===== src/sv/ffva_pkg.sv =====
// Shared types and constants of the first-fit video memory allocator.
// Used by the controller, the top level and the checker; depends on nothing.
package ffva_pkg;

  localparam int MAX_CHUNKS = 32;
  localparam int IDX_W      = (MAX_CHUNKS > 1) ? $clog2(MAX_CHUNKS) : 1;
  localparam int CNT_W      = $clog2(MAX_CHUNKS + 1);
  localparam int ADDR_W     = 32;
  localparam int ENT_W      = 2 * ADDR_W;
  localparam int CFG_IDX_W  = 1;

  localparam logic [CNT_W-1:0] CNT_MAX = CNT_W'(MAX_CHUNKS);

  localparam logic [ADDR_W:0] ALIGN_STEP = (ADDR_W + 1)'(16);
  localparam logic [3:0]      ALIGN_MASK = 4'hF;
  localparam logic [ADDR_W:0] LIMIT_CAP  = {1'b1, {ADDR_W{1'b0}}};

  localparam logic [ADDR_W-1:0] REGION_BASE_RST = 32'h0400_0000;
  localparam logic [ADDR_W-1:0] REGION_SIZE_RST = 32'h0020_0000;

  localparam logic KIND_ALLOC = 1'b0;
  localparam logic KIND_FREE  = 1'b1;

  localparam logic [CFG_IDX_W-1:0] CFG_REGION_BASE = 1'b0;
  localparam logic [CFG_IDX_W-1:0] CFG_REGION_SIZE = 1'b1;

  typedef logic [1:0] status_t;
  localparam status_t ST_OK       = 2'd0;
  localparam status_t ST_NOSPACE  = 2'd1;
  localparam status_t ST_FULL     = 2'd2;
  localparam status_t ST_NOTFOUND = 2'd3;

  typedef struct packed {
    logic [ADDR_W-1:0] addr;
    status_t           status;
  } result_t;

  typedef struct packed {
    logic             we;
    logic [IDX_W-1:0] waddr;
    logic [ENT_W-1:0] wdata;
    logic [IDX_W-1:0] raddr;
  } ram_req_t;

endpackage


===== src/sv/ffva_ram.sv =====
// Generic single-write, single-read RAM with a registered read port.
// Stand-alone; no package needed.
module ffva_ram #(
  parameter int WIDTH = 64,
  parameter int DEPTH = 32
) (
  input  logic                     clk,
  input  logic                     we,
  input  logic [$clog2(DEPTH)-1:0] waddr,
  input  logic [WIDTH-1:0]         wdata,
  input  logic [$clog2(DEPTH)-1:0] raddr,
  output logic [WIDTH-1:0]         rdata
);

  logic [WIDTH-1:0] mem [DEPTH];

  always_ff @(posedge clk) begin
    if (we) begin
      mem[waddr] <= wdata;
    end
    rdata <= mem[raddr];
  end

endmodule


===== src/sv/ffva_ctrl.sv =====
// Sequencer of the allocator: scans the chunk table in memory, shifts entries
// to insert or remove one, and produces one result per item. Uses ffva_pkg.
module ffva_ctrl (
  input  logic                     clk,
  input  logic                     rst_n,
  input  logic                     in_valid,
  output logic                     in_stall,
  input  logic                     in_kind,
  input  logic [31:0]              in_request_size,
  input  logic [31:0]              in_free_address,
  input  logic [ffva_pkg::ADDR_W-1:0] region_base,
  input  logic [ffva_pkg::ADDR_W-1:0] region_size,
  output ffva_pkg::ram_req_t       ram_req,
  input  logic [ffva_pkg::ENT_W-1:0] ram_rdata,
  output logic                     res_valid,
  input  logic                     res_ready,
  output ffva_pkg::result_t        res
);
  import ffva_pkg::*;

  typedef enum logic [6:0] {
    S_IDLE = 7'b0000001,
    S_RD   = 7'b0000010,
    S_CHK  = 7'b0000100,
    S_FIT  = 7'b0001000,
    S_SHRD = 7'b0010000,
    S_SHWR = 7'b0100000,
    S_DONE = 7'b1000000
  } state_t;

  state_t            state_r, state_nxt;
  logic [CNT_W-1:0]  count_r, count_nxt;
  logic [CNT_W-1:0]  k_r, k_nxt;
  logic [CNT_W-1:0]  pos_r, pos_nxt;
  logic              kind_r, kind_nxt;
  logic [ADDR_W:0]   size_r, size_nxt;
  logic [ADDR_W-1:0] key_r, key_nxt;
  logic [ADDR_W:0]   run_r, run_nxt;
  logic [ADDR_W:0]   limit_r, limit_nxt;
  result_t           res_r, res_nxt;

  logic [ADDR_W:0]   ent_start;
  logic [ADDR_W:0]   ent_len;
  logic [ADDR_W:0]   cfg_sum;
  logic [ADDR_W:0]   rounded;
  logic [ADDR_W+1:0] append_end;
  logic              gap_fits;
  logic [CNT_W-1:0]  k_inc;
  logic [CNT_W-1:0]  k_dec;

  assign ent_start  = {1'b0, ram_rdata[ENT_W-1:ADDR_W]};
  assign ent_len    = {1'b0, ram_rdata[ADDR_W-1:0]};
  assign cfg_sum    = {1'b0, region_base} + {1'b0, region_size};
  assign rounded    = (in_request_size[3:0] & ALIGN_MASK) != 4'd0
                    ? {1'b0, in_request_size[31:4], 4'd0} + ALIGN_STEP
                    : {1'b0, in_request_size};
  assign append_end = {1'b0, run_r} + {1'b0, size_r};
  // An entry that starts below the running end leaves no gap at all.
  assign gap_fits   = (ent_start >= run_r) && (size_r <= ent_start - run_r);
  assign k_inc      = k_r + 1'b1;
  assign k_dec      = k_r - 1'b1;

  assign in_stall  = (state_r != S_IDLE);
  assign res_valid = (state_r == S_DONE);
  assign res       = res_r;

  always_comb begin
    state_nxt = state_r;
    count_nxt = count_r;
    k_nxt     = k_r;
    pos_nxt   = pos_r;
    kind_nxt  = kind_r;
    size_nxt  = size_r;
    key_nxt   = key_r;
    run_nxt   = run_r;
    limit_nxt = limit_r;
    res_nxt   = res_r;
    ram_req.we    = 1'b0;
    ram_req.waddr = k_r[IDX_W-1:0];
    ram_req.wdata = {run_r[ADDR_W-1:0], size_r[ADDR_W-1:0]};
    ram_req.raddr = k_r[IDX_W-1:0];

    unique case (state_r)
      S_IDLE: begin
        if (in_valid) begin
          kind_nxt  = in_kind;
          size_nxt  = rounded;
          key_nxt   = in_free_address;
          run_nxt   = {1'b0, region_base};
          limit_nxt = (cfg_sum > LIMIT_CAP) ? LIMIT_CAP : cfg_sum;
          k_nxt     = '0;
          state_nxt = S_RD;
        end
      end
      S_RD: begin
        if (k_r == count_r) begin
          if (kind_r == KIND_ALLOC) begin
            pos_nxt   = count_r;
            state_nxt = S_FIT;
          end else begin
            res_nxt   = '{addr: '0, status: ST_NOTFOUND};
            state_nxt = S_DONE;
          end
        end else begin
          state_nxt = S_CHK;
        end
      end
      S_CHK: begin
        if (kind_r == KIND_ALLOC) begin
          if (gap_fits) begin
            pos_nxt   = k_r;
            state_nxt = S_FIT;
          end else begin
            run_nxt   = ent_start + ent_len;
            k_nxt     = k_inc;
            state_nxt = S_RD;
          end
        end else if (ent_start[ADDR_W-1:0] == key_r) begin
          pos_nxt   = k_r;
          state_nxt = S_SHRD;
        end else begin
          k_nxt     = k_inc;
          state_nxt = S_RD;
        end
      end
      S_FIT: begin
        // The region end only limits an append, and it is checked before fullness.
        if (pos_r == count_r && (append_end > {1'b0, limit_r} || run_r[ADDR_W])) begin
          res_nxt   = '{addr: '0, status: ST_NOSPACE};
          state_nxt = S_DONE;
        end else if (count_r == CNT_MAX) begin
          res_nxt   = '{addr: '0, status: ST_FULL};
          state_nxt = S_DONE;
        end else begin
          k_nxt     = count_r;
          state_nxt = S_SHRD;
        end
      end
      S_SHRD: begin
        if (kind_r == KIND_ALLOC) begin
          if (k_r == pos_r) begin
            ram_req.we = 1'b1;
            count_nxt  = count_r + 1'b1;
            res_nxt    = '{addr: run_r[ADDR_W-1:0], status: ST_OK};
            state_nxt  = S_DONE;
          end else begin
            ram_req.raddr = k_dec[IDX_W-1:0];
            state_nxt     = S_SHWR;
          end
        end else begin
          if (k_inc >= count_r) begin
            count_nxt = count_r - 1'b1;
            res_nxt   = '{addr: '0, status: ST_OK};
            state_nxt = S_DONE;
          end else begin
            ram_req.raddr = k_inc[IDX_W-1:0];
            state_nxt     = S_SHWR;
          end
        end
      end
      S_SHWR: begin
        ram_req.we    = 1'b1;
        ram_req.wdata = ram_rdata;
        k_nxt         = (kind_r == KIND_ALLOC) ? k_dec : k_inc;
        state_nxt     = S_SHRD;
      end
      S_DONE: begin
        if (res_ready) begin
          state_nxt = S_IDLE;
        end
      end
      default: begin
        state_nxt = S_IDLE;
      end
    endcase
  end

  always_ff @(posedge clk) begin
    if (!rst_n) begin
      state_r <= S_IDLE;
      count_r <= '0;
    end else begin
      state_r <= state_nxt;
      count_r <= count_nxt;
    end
  end

  always_ff @(posedge clk) begin
    k_r     <= k_nxt;
    pos_r   <= pos_nxt;
    kind_r  <= kind_nxt;
    size_r  <= size_nxt;
    key_r   <= key_nxt;
    run_r   <= run_nxt;
    limit_r <= limit_nxt;
    res_r   <= res_nxt;
  end

endmodule


===== src/sv/first_fit_vram_allocator.sv =====
// Top level of the first-fit video memory allocator: region registers,
// result register, chunk table memory and sequencer. Uses ffva_pkg.
//
// Usage: an item on the in_ channel either allocates (in_kind 0) a chunk of
// in_request_size bytes, rounded up to 16, or frees (in_kind 1) the chunk
// that starts at in_free_address. Each item yields exactly one result on the
// out_ channel: the granted start address and a status code.
// The chunk table lives in one memory with a registered read, so each entry
// visited takes a read state and a check state; items are handled one at a
// time and in_stall stays high meanwhile.
// The result waits in an output register; the next item is accepted while
// the receiver stalls it, and its result is held back until the register
// is taken.
// Reset (synchronous, rst_n low) empties the table and restores the region
// registers; no clearing pass is needed. Write cfg_ only while idle.
module first_fit_vram_allocator (
  input  logic                             clk,
  input  logic                             rst_n,
  input  logic                             in_valid,
  output logic                             in_stall,
  input  logic                             in_kind,
  input  logic [31:0]                      in_request_size,
  input  logic [31:0]                      in_free_address,
  output logic                             out_valid,
  input  logic                             out_stall,
  output logic [31:0]                      out_chunk_address,
  output logic [1:0]                       out_status,
  input  logic                             cfg_we,
  input  logic [ffva_pkg::CFG_IDX_W-1:0]   cfg_index,
  input  logic [31:0]                      cfg_data
);
  import ffva_pkg::*;

  logic [ADDR_W-1:0] region_base_r;
  logic [ADDR_W-1:0] region_size_r;
  logic              out_valid_r;
  result_t           out_res_r;
  ram_req_t          ram_req;
  logic [ENT_W-1:0]  ram_rdata;
  logic              res_valid;
  logic              res_ready;
  result_t           res;

  always_ff @(posedge clk) begin
    if (!rst_n) begin
      region_base_r <= REGION_BASE_RST;
      region_size_r <= REGION_SIZE_RST;
    end else if (cfg_we) begin
      unique case (cfg_index)
        CFG_REGION_BASE: region_base_r <= cfg_data;
        CFG_REGION_SIZE: region_size_r <= cfg_data;
        default: ;
      endcase
    end
  end

  assign res_ready = !out_valid_r || !out_stall;

  always_ff @(posedge clk) begin
    if (!rst_n) begin
      out_valid_r <= 1'b0;
    end else if (res_ready) begin
      out_valid_r <= res_valid;
    end
  end

  always_ff @(posedge clk) begin
    if (res_valid && res_ready) begin
      out_res_r <= res;
    end
  end

  assign out_valid         = out_valid_r;
  assign out_chunk_address = out_res_r.addr;
  assign out_status        = out_res_r.status;

  ffva_ram #(
    .WIDTH(ENT_W),
    .DEPTH(MAX_CHUNKS)
  ) u_table (
    .clk  (clk),
    .we   (ram_req.we),
    .waddr(ram_req.waddr),
    .wdata(ram_req.wdata),
    .raddr(ram_req.raddr),
    .rdata(ram_rdata)
  );

  ffva_ctrl u_ctrl (
    .clk            (clk),
    .rst_n          (rst_n),
    .in_valid       (in_valid),
    .in_stall       (in_stall),
    .in_kind        (in_kind),
    .in_request_size(in_request_size),
    .in_free_address(in_free_address),
    .region_base    (region_base_r),
    .region_size    (region_size_r),
    .ram_req        (ram_req),
    .ram_rdata      (ram_rdata),
    .res_valid      (res_valid),
    .res_ready      (res_ready),
    .res            (res)
  );

endmodule


===== config.mk =====
export PLATFORM = sky130hd
export DESIGN_NAME = first_fit_vram_allocator
export DESIGN_NICKNAME = d
export VERILOG_FILES = /design/src/sv/ffva_pkg.sv /design/src/sv/ffva_ram.sv /design/src/sv/ffva_ctrl.sv /design/src/sv/first_fit_vram_allocator.sv
export SDC_FILE = /design/constraint.sdc
export NUM_CORES = 2
export LEC_CHECK = 0
export BUFFER_PORTS_ARGS = -buffer_cell sky130_fd_sc_hd__buf_4
export CORE_ASPECT_RATIO = 2
export CORE_MARGIN = 1.5
export CORE_UTILIZATION = 35
export DETAILED_ROUTE_END_ITERATION = 8
export GPL_TIMING_DRIVEN = 0
export PLACE_DENSITY = 0.59
export SLEW_MARGIN = 10
export SYNTH_ARGS = -nofsm -noshare
export SYNTH_HDL_FRONTEND = slang
export SYNTH_SLANG_ARGS = --single-unit

===== constraint.sdc =====
create_clock -name clk -period 6.3 [get_ports clk]
set_clock_uncertainty 0.1 [all_clocks]
set_input_delay 1.26 -clock clk [delete_from_list [all_inputs] [get_ports clk]]
set_output_delay 1.26 -clock clk [all_outputs]
set_load 0.01 [all_outputs]

==> results.yml <==
grt:
  grt_overflow_total: 0
  grt_pass1_vias: 66300
  grt_first_pass_wirelength_um: 501000
  grt_antenna_before_repair: 28
  grt.total_usage_pct: 24.7
  grt_max_degree: 64
power:
  swShare_pct: 40.3
  power_frac_clock_pct: 23.7
  peakVddDrop_mv: 0.354
  p_leak_nw: 42.4
  p_int_mw: 32.7
  power.density_nw_per_um2: 464
  share_seq_of_total_power_pct: 37.1
  p_sw_mw: 22.1
  combPwrFrac_pct: 39.2
logic_synthesis:
  syn_inst: 7244
  ys_warn_count: 0
  synthMuxAreaShare_pct: 6.40
  synth_top_family_by_area: "simple AND/OR/NAND/NOR gates"
  synth_edf_count: 2260
  synth.distinct_cells: 77
  yosysSeqAreaShare_pct: 70.0
  synth_top_flop_cell: "edfxtp_1"
  synthXorXnorAreaFrac_pct: 1.81
  synthesis.area_um2: 101000
  ys_seq_elements: 2402
  syn_avg_cell_area_um2: 13.9
  synth_simple_gate_area_share_pct: 9.89
  synthAdderAreaFrac_pct: 2.70
  synth_compound_area_share_pct: 6.99
  synthArstFlopShare_pct: 0
drt:
  drtAntennaViolNets: 0
  post-route-drc-count: 0
  viasPerCell: 5.50
  via_count: 64600
  wire_per_inst_um: 31.3
  first_iter_violations: 5271
  firstDrtPassIters: 7
  wl_um: 368000
cells_and_area:
  stdcell_area_um2: 118000
  final_util_pct: 41.2
  synthToLayoutAreaGrowth_pct: 16.8
  drive_gt1_share_pct: 12.7
  fin_nets: 8099
  fill_cells: 26100
clocking:
  cts_buffers: 199
  clock_sinks: 2402
  htree_levels: 4
  root_buffer: "clkbuf_16"
  cts.path.max_buffers: 4
  clk_latency_ns: 0.87
  cts_tree: "done"
  clk_pin_slew_ns: 0.07
floorplan:
  num_io_pins: 139
  die_y_um: 763
  start_util_pct: 35.2
  die_area_um2: 292000
  die_w_um: 383
  core_area_um2: 287000
  rows: 278
min_path:
  min_to: "out_chunk_address[5]"
  min_from: "u_ctrl.res[7]"
  hold_depth: 0
  worstHoldPathType: "reg -> reg"
sta:
  setup_tns_ns: 0
  setup_violations: 0
  min_period_ns: 6.27
  tightest_slew_ns: 1.34
  max-slew-margin-rel_pct: 10.2
  fmax_mhz: 159
  hold_viol: 0
  maxSlewViolCount: 0
  finalCritPeriodShare_pct: 99.6
worst_setup_path:
  cp_data_required_time_ns: 6.76
  critPathKind: "reg -> reg"
  rr_endpoint: "u_ctrl.run_r[30]"
  end_kind: "flop"
  startpoint_type: "flop"
  crit_path_max_fanout: 14
  r2r_cells: 24
  rrSetupSlack_ns: 0.03
  cp.arrival_ns: 6.73
  r2r-start: "u_table.rdata[32]"
placement:
  dpl-instance-area_um2: 110000
  io_buffers: 137
  gp_congestion: 1.02
  dp.final_hpwl_um: 280000
outcome:
  status: "complete, no violations"
flow_run:
  maxCapViolCount: 0
==> cells in the final DEF (no fill, tap or decap), drive strengths merged, types with 129 or more instances in the layout <==
cell    instances
edfxtp       2260
nand2        1418
mux2i         641
buf           515
clkbuf        446
nand3         436
a32oi         384
ha            210
nor2          160
dfxtp         142
o21ai         138
a21oi         129
==> worst max-delay path, cell delays in order (launching register included) <==
cell and delay [ns]:
dfxtp_4 0.43, inv_1 0.16, ha_1 0.19, inv_1 0.06, fa_1 0.44, a211oi_2 0.32
o211ai_1 0.22, a41oi_2 0.37, o31ai_4 0.13, buf_12 0.17, o21a_1 0.20, nor2_4 0.14
xnor2_2 0.08, buf_6 0.17, ha_1 0.34, nand4_1 0.18, buf_4 0.20, o21ai_2 0.54
o21ai_2 0.21, a21oi_4 0.22, a31oi_4 0.05, buf_12 0.18, o31ai_4 0.29, buf_8 0.21
buf_8 0.19
==> Yosys cell counts (77+ instances only) <==
library cell,n,area (um^2)
inv_1,124,465
nand3_1,435,2180
mux2i_1,641,6420
buf_2,146,731
clkbuf_1,198,743
a21oi_1,129,646
nor2_1,156,586
xnor2_1,125,1090
o21ai_0,137,686
a32oi_1,384,3360
a21o_1,94,706
edfxtp_1,2260,67900
nand4_1,108,676
dfxtp_1,142,2840
xor2_1,77,674
ha_1,210,2630
nand2_1,1417,5320
==> power by group through the flow <==
stage	registers, mW	logic (mW)	clock network [mW]
3_3_place_gp	20.7	19.5	0
5_1_grt	20.2	22.5	13.6
4_1_cts	20.2	20.9	13.1
3_5_place_dp	20.6	20.3	0
2_1_floorplan	19.6	11.7	0
6_report	20.3	21.5	13.0
==> how the worst max path moves through the flow <==
stage,from,to,depth (start not counted)
3_5_place_dp,u_ctrl.run_r[5],u_ctrl.run_r[29],21
6_report,u_table.rdata[32],u_ctrl.run_r[30],24
2_1_floorplan,u_ctrl.run_r[0],u_ctrl.res[0],19
4_1_cts,u_ctrl.k_r[3],u_table.rdata[0],17
5_1_grt,u_table.rdata[32],u_ctrl.run_r[28],25
3_3_place_gp,u_ctrl.run_r[1],u_ctrl.run_r[25],18
==> flip-flops by register name, indices dropped and copies added, names as in the netlist <==
signal             flops
u_ctrl.size_r         33
u_ctrl.res            34
u_ctrl.count_r         6
u_ctrl.run_r          33
u_ctrl.key_r          32
out_status             2
u_ctrl.state_r         7
u_ctrl.limit_r        33
u_table.mem         2048
u_ctrl.pos_r           6
out_valid              1
region_base_r         32
region_size_r         32
u_table.rdata         64
u_ctrl.k_r             6
u_ctrl.kind_r          1
out_chunk_address     32
==> layer usage <==
metal | global-route usage, % | vias up | routed length [um]
met3 | 4.39 | 1172 | 19700
met1 | 20.5 | 32300 | 104000
met5 | 0 | - | 81
met4 | 26.5 | 12 | 45500
li1 | - | 28500 | -
met2 | 46.4 | 2696 | 198000
==> per-stage QoR <==
stage	std cells	total power [mW]	hold WS [ns]	setup WS [ns]
6_report	11800	54.8	0.314	0.0258
5_1_grt	11700	56.3	0.323	-0.0193
4_1_cts	11700	54.2	0.313	0.000869
3_5_place_dp	11300	40.9	0.305	-2.78
3_3_place_gp	11200	40.2	0.306	-6.57
2_1_floorplan	7247	31.3	0.300	0.138
==> logic make-up after synthesis <==
family	Yosys count
other	1
flip-flops	2402
AND/OR/NAND/NOR	2311
multiplexers	645
XOR/XNOR	204
adder cells (fa/ha/maj)	215
AO/OA/AOI/OAI	956
buffers and inverters	510
==> layout make-up <==
cell class | instances | area [um^2] | area share [%]
diodes | 29 | 72.6 | 0.0615
plain buffers | 384 | 1760 | 1.49
clock buffers | 243 | 5370 | 4.55
clock inverters | 118 | 1290 | 1.09
inverters | 124 | 509 | 0.432
multi-input cells | 4335 | 29100 | 24.7
flip-flops and latches | 2402 | 70700 | 60.0
well taps | 3780 | 4730 | 4.01
repair buffers | 335 | 4340 | 3.68
==> what timing repair did <==
action	in CTS	in global routing
resized for setup	89	41
buffers inserted	26	23
hold buffers	0	0
endpoints found under the setup margin	95	87
pin swaps	17	17
No activity file was read; power rests on OpenSTA's default activity.
